===== src/design/nsf_pkg.sv =====
// ----------------------------------------------------------------------------
// nsf_pkg: shared types and constants of the NMEA sentence framer
// Character codes, event and phase codes, register map and the channel
// payload structures.
// ----------------------------------------------------------------------------
package nsf_pkg;

  // Sentence limits
  localparam logic [7:0] MAX_CMD_LEN  = 8'd8;
  localparam logic [7:0] MAX_DATA_LEN = 8'd128;
  localparam logic [7:0] CMD_LEN      = 8'd5;

  // Characters
  localparam logic [7:0] CH_DOLLAR = 8'h24;
  localparam logic [7:0] CH_STAR   = 8'h2A;
  localparam logic [7:0] CH_COMMA  = 8'h2C;
  localparam logic [7:0] CH_CR     = 8'h0D;
  localparam logic [7:0] CH_ZERO   = 8'h30;
  localparam logic [7:0] CH_NINE   = 8'h39;
  localparam logic [7:0] CH_A      = 8'h41;
  localparam logic [7:0] HEX_TEN   = 8'd10;

  // Register map, word index
  localparam int unsigned CFG_ADDR_W = 5;
  localparam logic [2:0] REG_TALKER_0 = 3'd0;
  localparam logic [2:0] REG_TALKER_1 = 3'd1;
  localparam logic [2:0] REG_TALKER_2 = 3'd2;
  localparam logic [2:0] REG_TALKER_3 = 3'd3;
  localparam logic [2:0] REG_ENABLE   = 3'd4;

  localparam logic [15:0] TALKER_0_RST = 16'd18256;
  localparam logic [15:0] TALKER_1_RST = 16'd18254;
  localparam logic [15:0] TALKER_2_RST = 16'd18252;
  localparam logic [15:0] TALKER_3_RST = 16'd18241;
  localparam logic [3:0]  ENABLE_RST   = 4'hF;

  typedef enum logic [2:0] {
    EV_NONE         = 3'd0,
    EV_PAYLOAD      = 3'd1,
    EV_OK           = 3'd2,
    EV_CSUM_ERR     = 3'd3,
    EV_CMD_OVF      = 3'd4,
    EV_PAYLOAD_OVF  = 3'd5,
    EV_BAD_CMD_LEN  = 3'd6,
    EV_UNTRUSTED    = 3'd7
  } event_t;

  typedef enum logic [2:0] {
    PH_WAIT = 3'd0,
    PH_CMD  = 3'd1,
    PH_DATA = 3'd2,
    PH_CK1  = 3'd3,
    PH_CK2  = 3'd4
  } phase_t;

  typedef struct packed {
    logic [7:0] rx_byte;
  } nsf_in_t;

  typedef struct packed {
    event_t      event_res;
    logic [7:0]  payload_byte;
    logic [6:0]  payload_index;
    logic [7:0]  payload_length;
    logic [15:0] talker;
    logic [23:0] sentence_type;
    logic [7:0]  computed_checksum;
    logic [7:0]  received_checksum;
  } nsf_out_t;

  typedef struct packed {
    logic [3:0][15:0] talker_id;
    logic [3:0]       enable;
  } talker_cfg_t;

  // Held request between the input register and the framer
  typedef struct packed {
    logic       valid;
    logic [7:0] rx_byte;
  } in_req_t;

  function automatic logic [7:0] hex_value(input logic [7:0] c);
    logic [7:0] v;
    if (c <= CH_NINE) begin
      v = c - CH_ZERO;
    end else begin
      v = c - CH_A + HEX_TEN;
    end
    return v;
  endfunction

endpackage


===== src/design/nsf_stream_if.sv =====
// ----------------------------------------------------------------------------
// nsf_stream_if: valid/ready channel
// Carries one request per accepted handshake; payload type set per instance.
// ----------------------------------------------------------------------------
interface nsf_stream_if #(
  parameter type payload_t = nsf_pkg::nsf_in_t
);
  logic     valid;
  logic     ready;
  payload_t payload;

  modport source (output valid, output payload, input ready);
  modport sink   (input valid, input payload, output ready);
endinterface


===== src/design/nsf_cfg_regs.sv =====
// ----------------------------------------------------------------------------
// nsf_cfg_regs: talker configuration registers
// APB-style write and read of the four talker IDs and their enable mask.
// ----------------------------------------------------------------------------
module nsf_cfg_regs (
  input  logic                              clk,
  input  logic                              rst_n,
  input  logic                              psel,
  input  logic                              penable,
  input  logic                              pwrite,
  input  logic [nsf_pkg::CFG_ADDR_W-1:0]    paddr,
  input  logic [31:0]                       pwdata,
  output logic [31:0]                       prdata,
  output logic                              pready,
  output nsf_pkg::talker_cfg_t              cfg
);
  import nsf_pkg::*;

  logic [3:0][15:0] talker_r;
  logic [3:0]       enable_r;
  logic             wr_en;
  logic [2:0]       word;

  assign pready = 1'b1;
  assign wr_en  = psel & penable & pwrite;
  assign word   = paddr[4:2];

  always_ff @(posedge clk) begin
    if (!rst_n) begin
      talker_r[0] <= TALKER_0_RST;
      talker_r[1] <= TALKER_1_RST;
      talker_r[2] <= TALKER_2_RST;
      talker_r[3] <= TALKER_3_RST;
      enable_r    <= ENABLE_RST;
    end else if (wr_en) begin
      unique case (word)
        REG_TALKER_0: talker_r[0] <= pwdata[15:0];
        REG_TALKER_1: talker_r[1] <= pwdata[15:0];
        REG_TALKER_2: talker_r[2] <= pwdata[15:0];
        REG_TALKER_3: talker_r[3] <= pwdata[15:0];
        REG_ENABLE:   enable_r    <= pwdata[3:0];
        default: ;
      endcase
    end
  end

  always_comb begin
    unique case (word)
      REG_TALKER_0: prdata = {16'd0, talker_r[0]};
      REG_TALKER_1: prdata = {16'd0, talker_r[1]};
      REG_TALKER_2: prdata = {16'd0, talker_r[2]};
      REG_TALKER_3: prdata = {16'd0, talker_r[3]};
      REG_ENABLE:   prdata = {28'd0, enable_r};
      default:      prdata = 32'd0;
    endcase
  end

  assign cfg.talker_id = talker_r;
  assign cfg.enable    = enable_r;

endmodule


===== src/design/nsf_in_stage.sv =====
// ----------------------------------------------------------------------------
// nsf_in_stage: input register
// Holds one received byte until the framer takes it; refills in the same
// cycle so a byte can enter every cycle while the framer keeps taking bytes.
// ----------------------------------------------------------------------------
module nsf_in_stage (
  input  logic            clk,
  input  logic            rst_n,
  nsf_stream_if.sink      in_ch,
  input  logic            take,
  output nsf_pkg::in_req_t req
);
  import nsf_pkg::*;

  logic       valid_r;
  logic [7:0] byte_r;

  assign in_ch.ready = !valid_r || take;

  always_ff @(posedge clk) begin
    if (!rst_n) begin
      valid_r <= 1'b0;
    end else if (in_ch.ready) begin
      valid_r <= in_ch.valid;
    end
  end

  always_ff @(posedge clk) begin
    if (in_ch.ready && in_ch.valid) begin
      byte_r <= in_ch.payload.rx_byte;
    end
  end

  assign req.valid   = valid_r;
  assign req.rx_byte = byte_r;

endmodule


===== src/design/nsf_framer_core.sv =====
// ----------------------------------------------------------------------------
// nsf_framer_core: sentence state machine and result register
// Steps the framing state one byte per unstalled cycle; registers the result.
// ----------------------------------------------------------------------------
module nsf_framer_core (
  input  logic                 clk,
  input  logic                 rst_n,
  input  nsf_pkg::in_req_t     req,
  input  nsf_pkg::talker_cfg_t cfg,
  output logic                 take,
  nsf_stream_if.source         out_ch
);
  import nsf_pkg::*;

  phase_t      phase_r, phase_nxt;
  logic [7:0]  xor_r, xor_nxt, xor_upd;
  logic [7:0]  dsum_r, dsum_nxt, dsum_upd;
  logic [7:0]  count_r, count_nxt, count_upd, count_inc;
  logic [39:0] cmd_r, cmd_nxt;
  logic        out_valid_r;
  nsf_out_t    out_r, res;
  logic        allowed;
  logic        clear;
  logic [7:0]  c;
  logic [7:0]  hex_c;

  assign c         = req.rx_byte;
  assign hex_c     = hex_value(c);
  assign count_inc = count_r + 8'd1;
  assign take      = req.valid && (!out_valid_r || out_ch.ready);

  always_comb begin
    allowed = 1'b0;
    for (int i = 0; i < 4; i++) begin
      if (cfg.enable[i] && cmd_r[39:24] == cfg.talker_id[i]) begin
        allowed = 1'b1;
      end
    end
  end

  always_ff @(posedge clk) begin
    if (!rst_n) begin
      phase_r <= PH_WAIT;
      xor_r   <= 8'd0;
      dsum_r  <= 8'd0;
      count_r <= 8'd0;
      cmd_r   <= 40'd0;
    end else if (take) begin
      phase_r <= phase_nxt;
      xor_r   <= xor_nxt;
      dsum_r  <= dsum_nxt;
      count_r <= count_nxt;
      cmd_r   <= cmd_nxt;
    end
  end

  always_comb begin
    phase_nxt = phase_r;
    xor_upd   = xor_r;
    dsum_upd  = dsum_r;
    count_upd = count_r;
    cmd_nxt   = cmd_r;
    clear     = 1'b0;
    res       = '0;
    res.event_res = EV_NONE;

    unique case (phase_r)
      PH_WAIT: begin
        if (c == CH_DOLLAR) begin
          xor_upd   = 8'd0;
          count_upd = 8'd0;
          cmd_nxt   = 40'd0;
          phase_nxt = PH_CMD;
        end
      end
      PH_CMD: begin
        if (c != CH_COMMA && c != CH_STAR) begin
          // keep the first five characters only
          case (count_r)
            8'd0: cmd_nxt[39:32] = c;
            8'd1: cmd_nxt[31:24] = c;
            8'd2: cmd_nxt[23:16] = c;
            8'd3: cmd_nxt[15:8]  = c;
            8'd4: cmd_nxt[7:0]   = c;
            default: ;
          endcase
          count_upd = count_inc;
          xor_upd   = xor_r ^ c;
          if (count_inc >= MAX_CMD_LEN) begin
            res.event_res = EV_CMD_OVF;
            phase_nxt     = PH_WAIT;
          end
        end else if (count_r != CMD_LEN) begin
          res.event_res = EV_BAD_CMD_LEN;
          phase_nxt     = PH_WAIT;
        end else begin
          xor_upd   = xor_r ^ c;
          count_upd = 8'd0;
          phase_nxt = PH_DATA;
        end
      end
      PH_DATA: begin
        if (c == CH_STAR) begin
          phase_nxt = PH_CK1;
        end else if (c == CH_CR) begin
          res.payload_length = count_r;
          if (allowed) begin
            res.event_res = EV_OK;
          end else begin
            res.event_res = EV_UNTRUSTED;
            clear         = 1'b1;
          end
          phase_nxt = PH_WAIT;
        end else begin
          xor_upd           = xor_r ^ c;
          res.payload_byte  = c;
          res.payload_index = count_r[6:0];
          count_upd         = count_inc;
          res.event_res     = EV_PAYLOAD;
          if (count_inc >= MAX_DATA_LEN) begin
            res.event_res      = EV_PAYLOAD_OVF;
            res.payload_length = count_inc;
            phase_nxt          = PH_WAIT;
          end
        end
      end
      PH_CK1: begin
        dsum_upd  = {hex_c[3:0], 4'd0};
        phase_nxt = PH_CK2;
      end
      PH_CK2: begin
        dsum_upd               = dsum_r | hex_c;
        res.received_checksum  = dsum_upd;
        res.payload_length     = count_r;
        if (xor_r == dsum_upd) begin
          if (allowed) begin
            res.event_res = EV_OK;
          end else begin
            res.event_res = EV_UNTRUSTED;
            clear         = 1'b1;
          end
        end else begin
          res.event_res = EV_CSUM_ERR;
        end
        phase_nxt = PH_WAIT;
      end
      default: begin
        phase_nxt = PH_WAIT;
      end
    endcase

    res.talker            = cmd_nxt[39:24];
    res.sentence_type     = cmd_nxt[23:0];
    res.computed_checksum = xor_upd;

    // untrusted talker drops the sums after the result is formed
    xor_nxt   = clear ? 8'd0 : xor_upd;
    dsum_nxt  = clear ? 8'd0 : dsum_upd;
    count_nxt = clear ? 8'd0 : count_upd;
  end

  always_ff @(posedge clk) begin
    if (!rst_n) begin
      out_valid_r <= 1'b0;
    end else if (take) begin
      out_valid_r <= 1'b1;
    end else if (out_ch.ready) begin
      out_valid_r <= 1'b0;
    end
  end

  always_ff @(posedge clk) begin
    if (take) begin
      out_r <= res;
    end
  end

  assign out_ch.valid   = out_valid_r;
  assign out_ch.payload = out_r;

endmodule


===== src/design/nmea_sentence_framer_unit.sv =====
// ----------------------------------------------------------------------------
// nmea_sentence_framer_unit: NMEA 0183 sentence framer
//
//   port    dir   request                        handshake
//   in_ch   in    one received byte              valid/ready
//   out_ch  out   one event with sentence info   valid/ready
//   cfg_*   in    talker ID / enable registers   APB-style, pready high
//
// One result per byte, one byte per cycle sustained while out_ch does not
// stall. A byte passes two registers: the input register at acceptance, then
// the framing state machine into the result register, where it is valid.
// rst_n is synchronous; it restores the default talkers and the idle phase.
// A stall on out_ch holds the result; an empty input register still takes
// one more byte, then in_ch.ready drops until the result is taken.
// ----------------------------------------------------------------------------
module nmea_sentence_framer_unit (
  input  logic                           clk,
  input  logic                           rst_n,
  nsf_stream_if.sink                     in_ch,
  nsf_stream_if.source                   out_ch,
  input  logic                           cfg_psel,
  input  logic                           cfg_penable,
  input  logic                           cfg_pwrite,
  input  logic [nsf_pkg::CFG_ADDR_W-1:0] cfg_paddr,
  input  logic [31:0]                    cfg_pwdata,
  output logic [31:0]                    cfg_prdata,
  output logic                           cfg_pready
);
  import nsf_pkg::*;

  talker_cfg_t cfg;
  in_req_t     req;
  logic        take;

  nsf_cfg_regs u_cfg (
    .clk     (clk),
    .rst_n   (rst_n),
    .psel    (cfg_psel),
    .penable (cfg_penable),
    .pwrite  (cfg_pwrite),
    .paddr   (cfg_paddr),
    .pwdata  (cfg_pwdata),
    .prdata  (cfg_prdata),
    .pready  (cfg_pready),
    .cfg     (cfg)
  );

  nsf_in_stage u_in (
    .clk   (clk),
    .rst_n (rst_n),
    .in_ch (in_ch),
    .take  (take),
    .req   (req)
  );

  nsf_framer_core u_core (
    .clk    (clk),
    .rst_n  (rst_n),
    .req    (req),
    .cfg    (cfg),
    .take   (take),
    .out_ch (out_ch)
  );

endmodule


===== src/flat_wrapper.sv =====
// flat-port wrapper written by rule: the top's interface ports become plain ports
module nmea_sentence_framer_unit_flat import nsf_pkg::*;
  (clk, rst_n, cfg_psel, cfg_penable, cfg_pwrite, cfg_paddr, cfg_pwdata, cfg_prdata, cfg_pready, in_ch_valid, in_ch_payload, in_ch_ready, out_ch_valid, out_ch_payload, out_ch_ready);
  nsf_stream_if #(.payload_t(nsf_in_t)) in_ch_i ();
  nsf_stream_if #(.payload_t(nsf_out_t)) out_ch_i ();
  input  logic clk;
  input  logic rst_n;
  input  logic cfg_psel;
  input  logic cfg_penable;
  input  logic cfg_pwrite;
  input  logic [nsf_pkg::CFG_ADDR_W-1:0] cfg_paddr;
  input  logic [31:0] cfg_pwdata;
  output logic [31:0] cfg_prdata;
  output logic cfg_pready;
  input wire logic [$bits(in_ch_i.valid)-1:0] in_ch_valid;
  input wire logic [$bits(in_ch_i.payload)-1:0] in_ch_payload;
  output wire logic [$bits(in_ch_i.ready)-1:0] in_ch_ready;
  output wire logic [$bits(out_ch_i.valid)-1:0] out_ch_valid;
  output wire logic [$bits(out_ch_i.payload)-1:0] out_ch_payload;
  input wire logic [$bits(out_ch_i.ready)-1:0] out_ch_ready;
  assign in_ch_i.valid = in_ch_valid;
  assign in_ch_i.payload = in_ch_payload;
  assign in_ch_ready = in_ch_i.ready;
  assign out_ch_valid = out_ch_i.valid;
  assign out_ch_payload = out_ch_i.payload;
  assign out_ch_i.ready = out_ch_ready;
  nmea_sentence_framer_unit u_core (.clk(clk), .rst_n(rst_n), .in_ch(in_ch_i), .out_ch(out_ch_i), .cfg_psel(cfg_psel), .cfg_penable(cfg_penable), .cfg_pwrite(cfg_pwrite), .cfg_paddr(cfg_paddr), .cfg_pwdata(cfg_pwdata), .cfg_prdata(cfg_prdata), .cfg_pready(cfg_pready));
endmodule

===== config.mk =====
export PLATFORM = sky130hd
export DESIGN_NAME = nmea_sentence_framer_unit_flat
export DESIGN_NICKNAME = d
export VERILOG_FILES = /design/src/design/nsf_pkg.sv /design/src/design/nsf_stream_if.sv /design/src/design/nsf_cfg_regs.sv /design/src/design/nsf_in_stage.sv /design/src/design/nsf_framer_core.sv /design/src/design/nmea_sentence_framer_unit.sv /design/src/flat_wrapper.sv
export SDC_FILE = /design/constraint.sdc
export NUM_CORES = 1
export LEC_CHECK = 0
export BUFFER_PORTS_ARGS = -buffer_cell sky130_fd_sc_hd__buf_2
export CAP_MARGIN = 20
export CORE_MARGIN = 4
export CORE_UTILIZATION = 52
export DETAILED_ROUTE_END_ITERATION = 8
export HOLD_SLACK_MARGIN = 0.02
export PLACE_DENSITY = 0.82
export SETUP_SLACK_MARGIN = 0.02
export SYNTH_ARGS = -nofsm -noshare
export SYNTH_HDL_FRONTEND = slang
export SYNTH_HIERARCHICAL = 1
export SYNTH_SLANG_ARGS = --single-unit

===== constraint.sdc =====
create_clock -name clk -period 7.1 [get_ports clk]
set_input_delay 1.775 -clock clk [delete_from_list [all_inputs] [get_ports clk]]
set_output_delay 1.775 -clock clk [all_outputs]
set_load 0.02 [all_outputs]

==> flow_metrics.env <==
export IMPL_max_freq_mhz=195
export IMPL_final_nets=1361
export IMPL_drt_iter0_markers=900
export IMPL_clkSinkCount=227
export IMPL_avgRoutedWirePerCell_um=19.8
export IMPL_critPathKind="in2out"
export IMPL_min_period_ns=5.14
export IMPL_post_cts_resized=0
export IMPL_start_kind="input pin"
export IMPL_yosysSeqAreaShare_pct=45.5
export IMPL_layoutNonFillerInstCount=1601
export IMPL_fin_skew_ns=0.0148
export IMPL_vdd_ir_drop_max_v=0.000142
export IMPL_synth_area_leaders="dfxtp_1 23%, edfxtp_1 23%, mux2i_1 5.3%"
export IMPL_swShare_pct=25.8
export IMPL_cts_buffers=25
export IMPL_area_growth_pct=11.4
export IMPL_hold_viol=0
export IMPL_comb_power_share_pct=9.1
export IMPL_fin_setup_tns_ns=0
export IMPL_fin_crit_sh_pct=72.3
export IMPL_grt_start_max_net_pins=97
export IMPL_viasPerCell=6.08
export IMPL_ys_async_sr_fraction_pct=0
export IMPL_netSwitchingPower_uw=761
export IMPL_antenna_found_initial=0
export IMPL_final_antenna_net_count=0
export IMPL_rows=55
export IMPL_synth_top_area_share_pct=22.9
export IMPL_io_pins=169
export IMPL_routed_wl_um=31700
export IMPL_die_area_um2=25500
export IMPL_synth_edf_count=90
export IMPL_yosysUniqueCellTypes=91
export IMPL_r2r_slack_ns=2.91
export IMPL_cts_setup_buffers=0
export IMPL_grt_pass1_wl_um=49500
export IMPL_yosysWarnings=6
export IMPL_end_kind="output port"
export IMPL_nFillCells=1888
export IMPL_synth_area_um2=12000
export IMPL_finalSetupViolations=0
export IMPL_clk_pin_slew_ns=0.06
export IMPL_grt_overflow=0
export IMPL_die_y_um=160
export IMPL_synthCells=1223
export IMPL_design_core_area_um2=22600
export IMPL_maxSlewViolCount=0
export IMPL_leakagePower_nw=5.11
export IMPL_maxCapViolCount=0
export IMPL_diodes=0
export IMPL_place_hpwl_um=22100
export IMPL_clk_insertion_delay_late_ns=0.54
export IMPL_crit_fanout=25
export IMPL_hold_ws_ns=0.459
export IMPL_grt_pass1_vias=9225
export IMPL_drt_first_pass_iters=6
export IMPL_grt_total_usage_pct=23.7
export IMPL_yosysMostFrequentCell="nand2_1"
export IMPL_relSlewSlack_pct=28.8
export IMPL_drc=0
export IMPL_cp_arrival_ns=3.36
export IMPL_cts_tree="yes"
export IMPL_ys_ff_latch=227
export IMPL_vias=9732
export IMPL_tightestPinTransition_ns=1.07
export IMPL_finalWeightedCongestion=0.963
export IMPL_clkPwrFrac_pct=42.1
export IMPL_drive_gt1_share_pct=17.0
export IMPL_synth_largest_area_cell="dfxtp_1"
export IMPL_avgSynthCellArea_um2=9.78
export IMPL_pwr_density_cell_nw_per_um2=222
export IMPL_dp_cells=1555
export IMPL_h_tree_depth=1
export IMPL_crit_required_ns=5.33
export IMPL_placed_area_um2=12500
export IMPL_outcome="completed"
export IMPL_fin_area_um2=13300
export IMPL_dieWidth_um=160
export IMPL_ys_flop_type="dfxtp_1"
export IMPL_ctsLongestPathBuffers=3
export IMPL_p_int_mw=2.19
export IMPL_power_frac_seq_pct=48.7
export IMPL_cts_root_buf="clkbuf_16"
export IMPL_synth_common_cells="153 x nand2_1, 137 x dfxtp_1, 90 x edfxtp_1"
export IMPL_rsz0062_at_grt="no"
export IMPL_worstHoldPathType="reg2reg"
export IMPL_holdBufCountCts=0
export IMPL_initial_core_util_pct=52.8
export IMPL_portBuffers=133
critical path: stages:
cell,delay (ns)
buf_2,0.60
mux4_2,0.63
nor2b_1,0.16
buf_2,0.17
power by group through the flow:
stage	clock network, mW	logic [mW]	registers, mW
final	1.24	0.269	1.44
after global routing	1.32	0.289	1.44
after CTS	1.27	0.267	1.44
after detailed placement	0	0.266	1.46
after global placement	0	0.262	1.46
after floorplan	0	0.183	1.47
cells by family (layout without fill, tap and decap cells):
group,Yosys count,after routing,share of synthesized area (%)
and+or+nand+nor,447,447,19.4
AOI/OAI and AO/OA,248,248,14.8
DFF,227,227,45.5
buffers and inverters,138,216,5.82
muxes,79,79,7.91
xor gates and xnor gates,70,70,5.13
adders and majority gates,12,12,1.26
other,2,17,0.0628
layer usage:
metal | vias up | wire length (um) | GRT usage (%)
met5 | - | 0 | 0
met4 | 0 | 926 | 7.97
met3 | 84 | 2930 | 4.46
met2 | 533 | 14500 | 38.1
met1 | 4603 | 13400 | 32.3
li1 | 4512 | - | -
flip-flops by register name (all words and copies together), names as in the netlist:
signal                        cells
u_core/u_core/out_ch.payload     82
u_core/u_cfg/cfg                 64
u_core/u_core/cmd_r              40
u_core/u_core/count_r             8
u_core/u_core/dsum_r              8
u_core/u_core/xor_r               8
u_core/u_in/byte_r                8
u_core/u_cfg/enable_r             4
u_core/u_core/phase_r             3
u_core/u_core/out_ch.valid        1
u_core/u_in/valid_r               1
metrics by stage:
| stage | total power [mW] | util (%) | setup slack [ns] |
|---|---|---|---|
| floorplan | 1.66 | - | 0.125 |
| global placement | 1.72 | 55.3 | 1.98 |
| detailed placement | 1.73 | 55.3 | 1.97 |
| CTS | 2.97 | 58.8 | 1.96 |
| global route | 3.05 | 58.8 | 1.87 |
| finish | 2.95 | 58.8 | 1.96 |
placed cells by master (no fill, tap or decap), drive strengths merged, types with 34 or more instances in the layout:
cell / instances
buf: 140
nor2: 77
mux2i: 63
dfxtp: 137
o21ai: 41
edfxtp: 90
a21oi: 49
clkbuf: 34
nor2b: 54
xnor2: 57
nand2: 154
inv: 34
a22o: 37
worst paths after layout:
| check | startpoint | end | cells past startpoint |
|---|---|---|---|
| max reg2reg | u_core/u_in/byte_r[5] | u_core/u_core/dsum_r[2] | 9 |
| max | cfg_paddr[3] | cfg_prdata[6] | 4 |
| min reg2reg | u_core/u_core/cmd_r[22] | u_core/u_core/cmd_r[22] | 2 |
| min | u_core/u_core/cmd_r[22] | u_core/u_core/cmd_r[22] | 2 |
final cells by class:
cell class / instances / area [um^2] / area share [%]
multi-input cells: 873 / 5880 / 44.2
flip-flops and latches: 227 / 5450 / 40.9
repair buffers: 140 / 718 / 5.39
clock buffers: 34 / 701 / 5.26
well taps: 285 / 357 / 2.68
inverters: 30 / 115 / 0.864
clock inverters: 12 / 98.8 / 0.742
No activity file was read; power rests on OpenSTA's default activity.
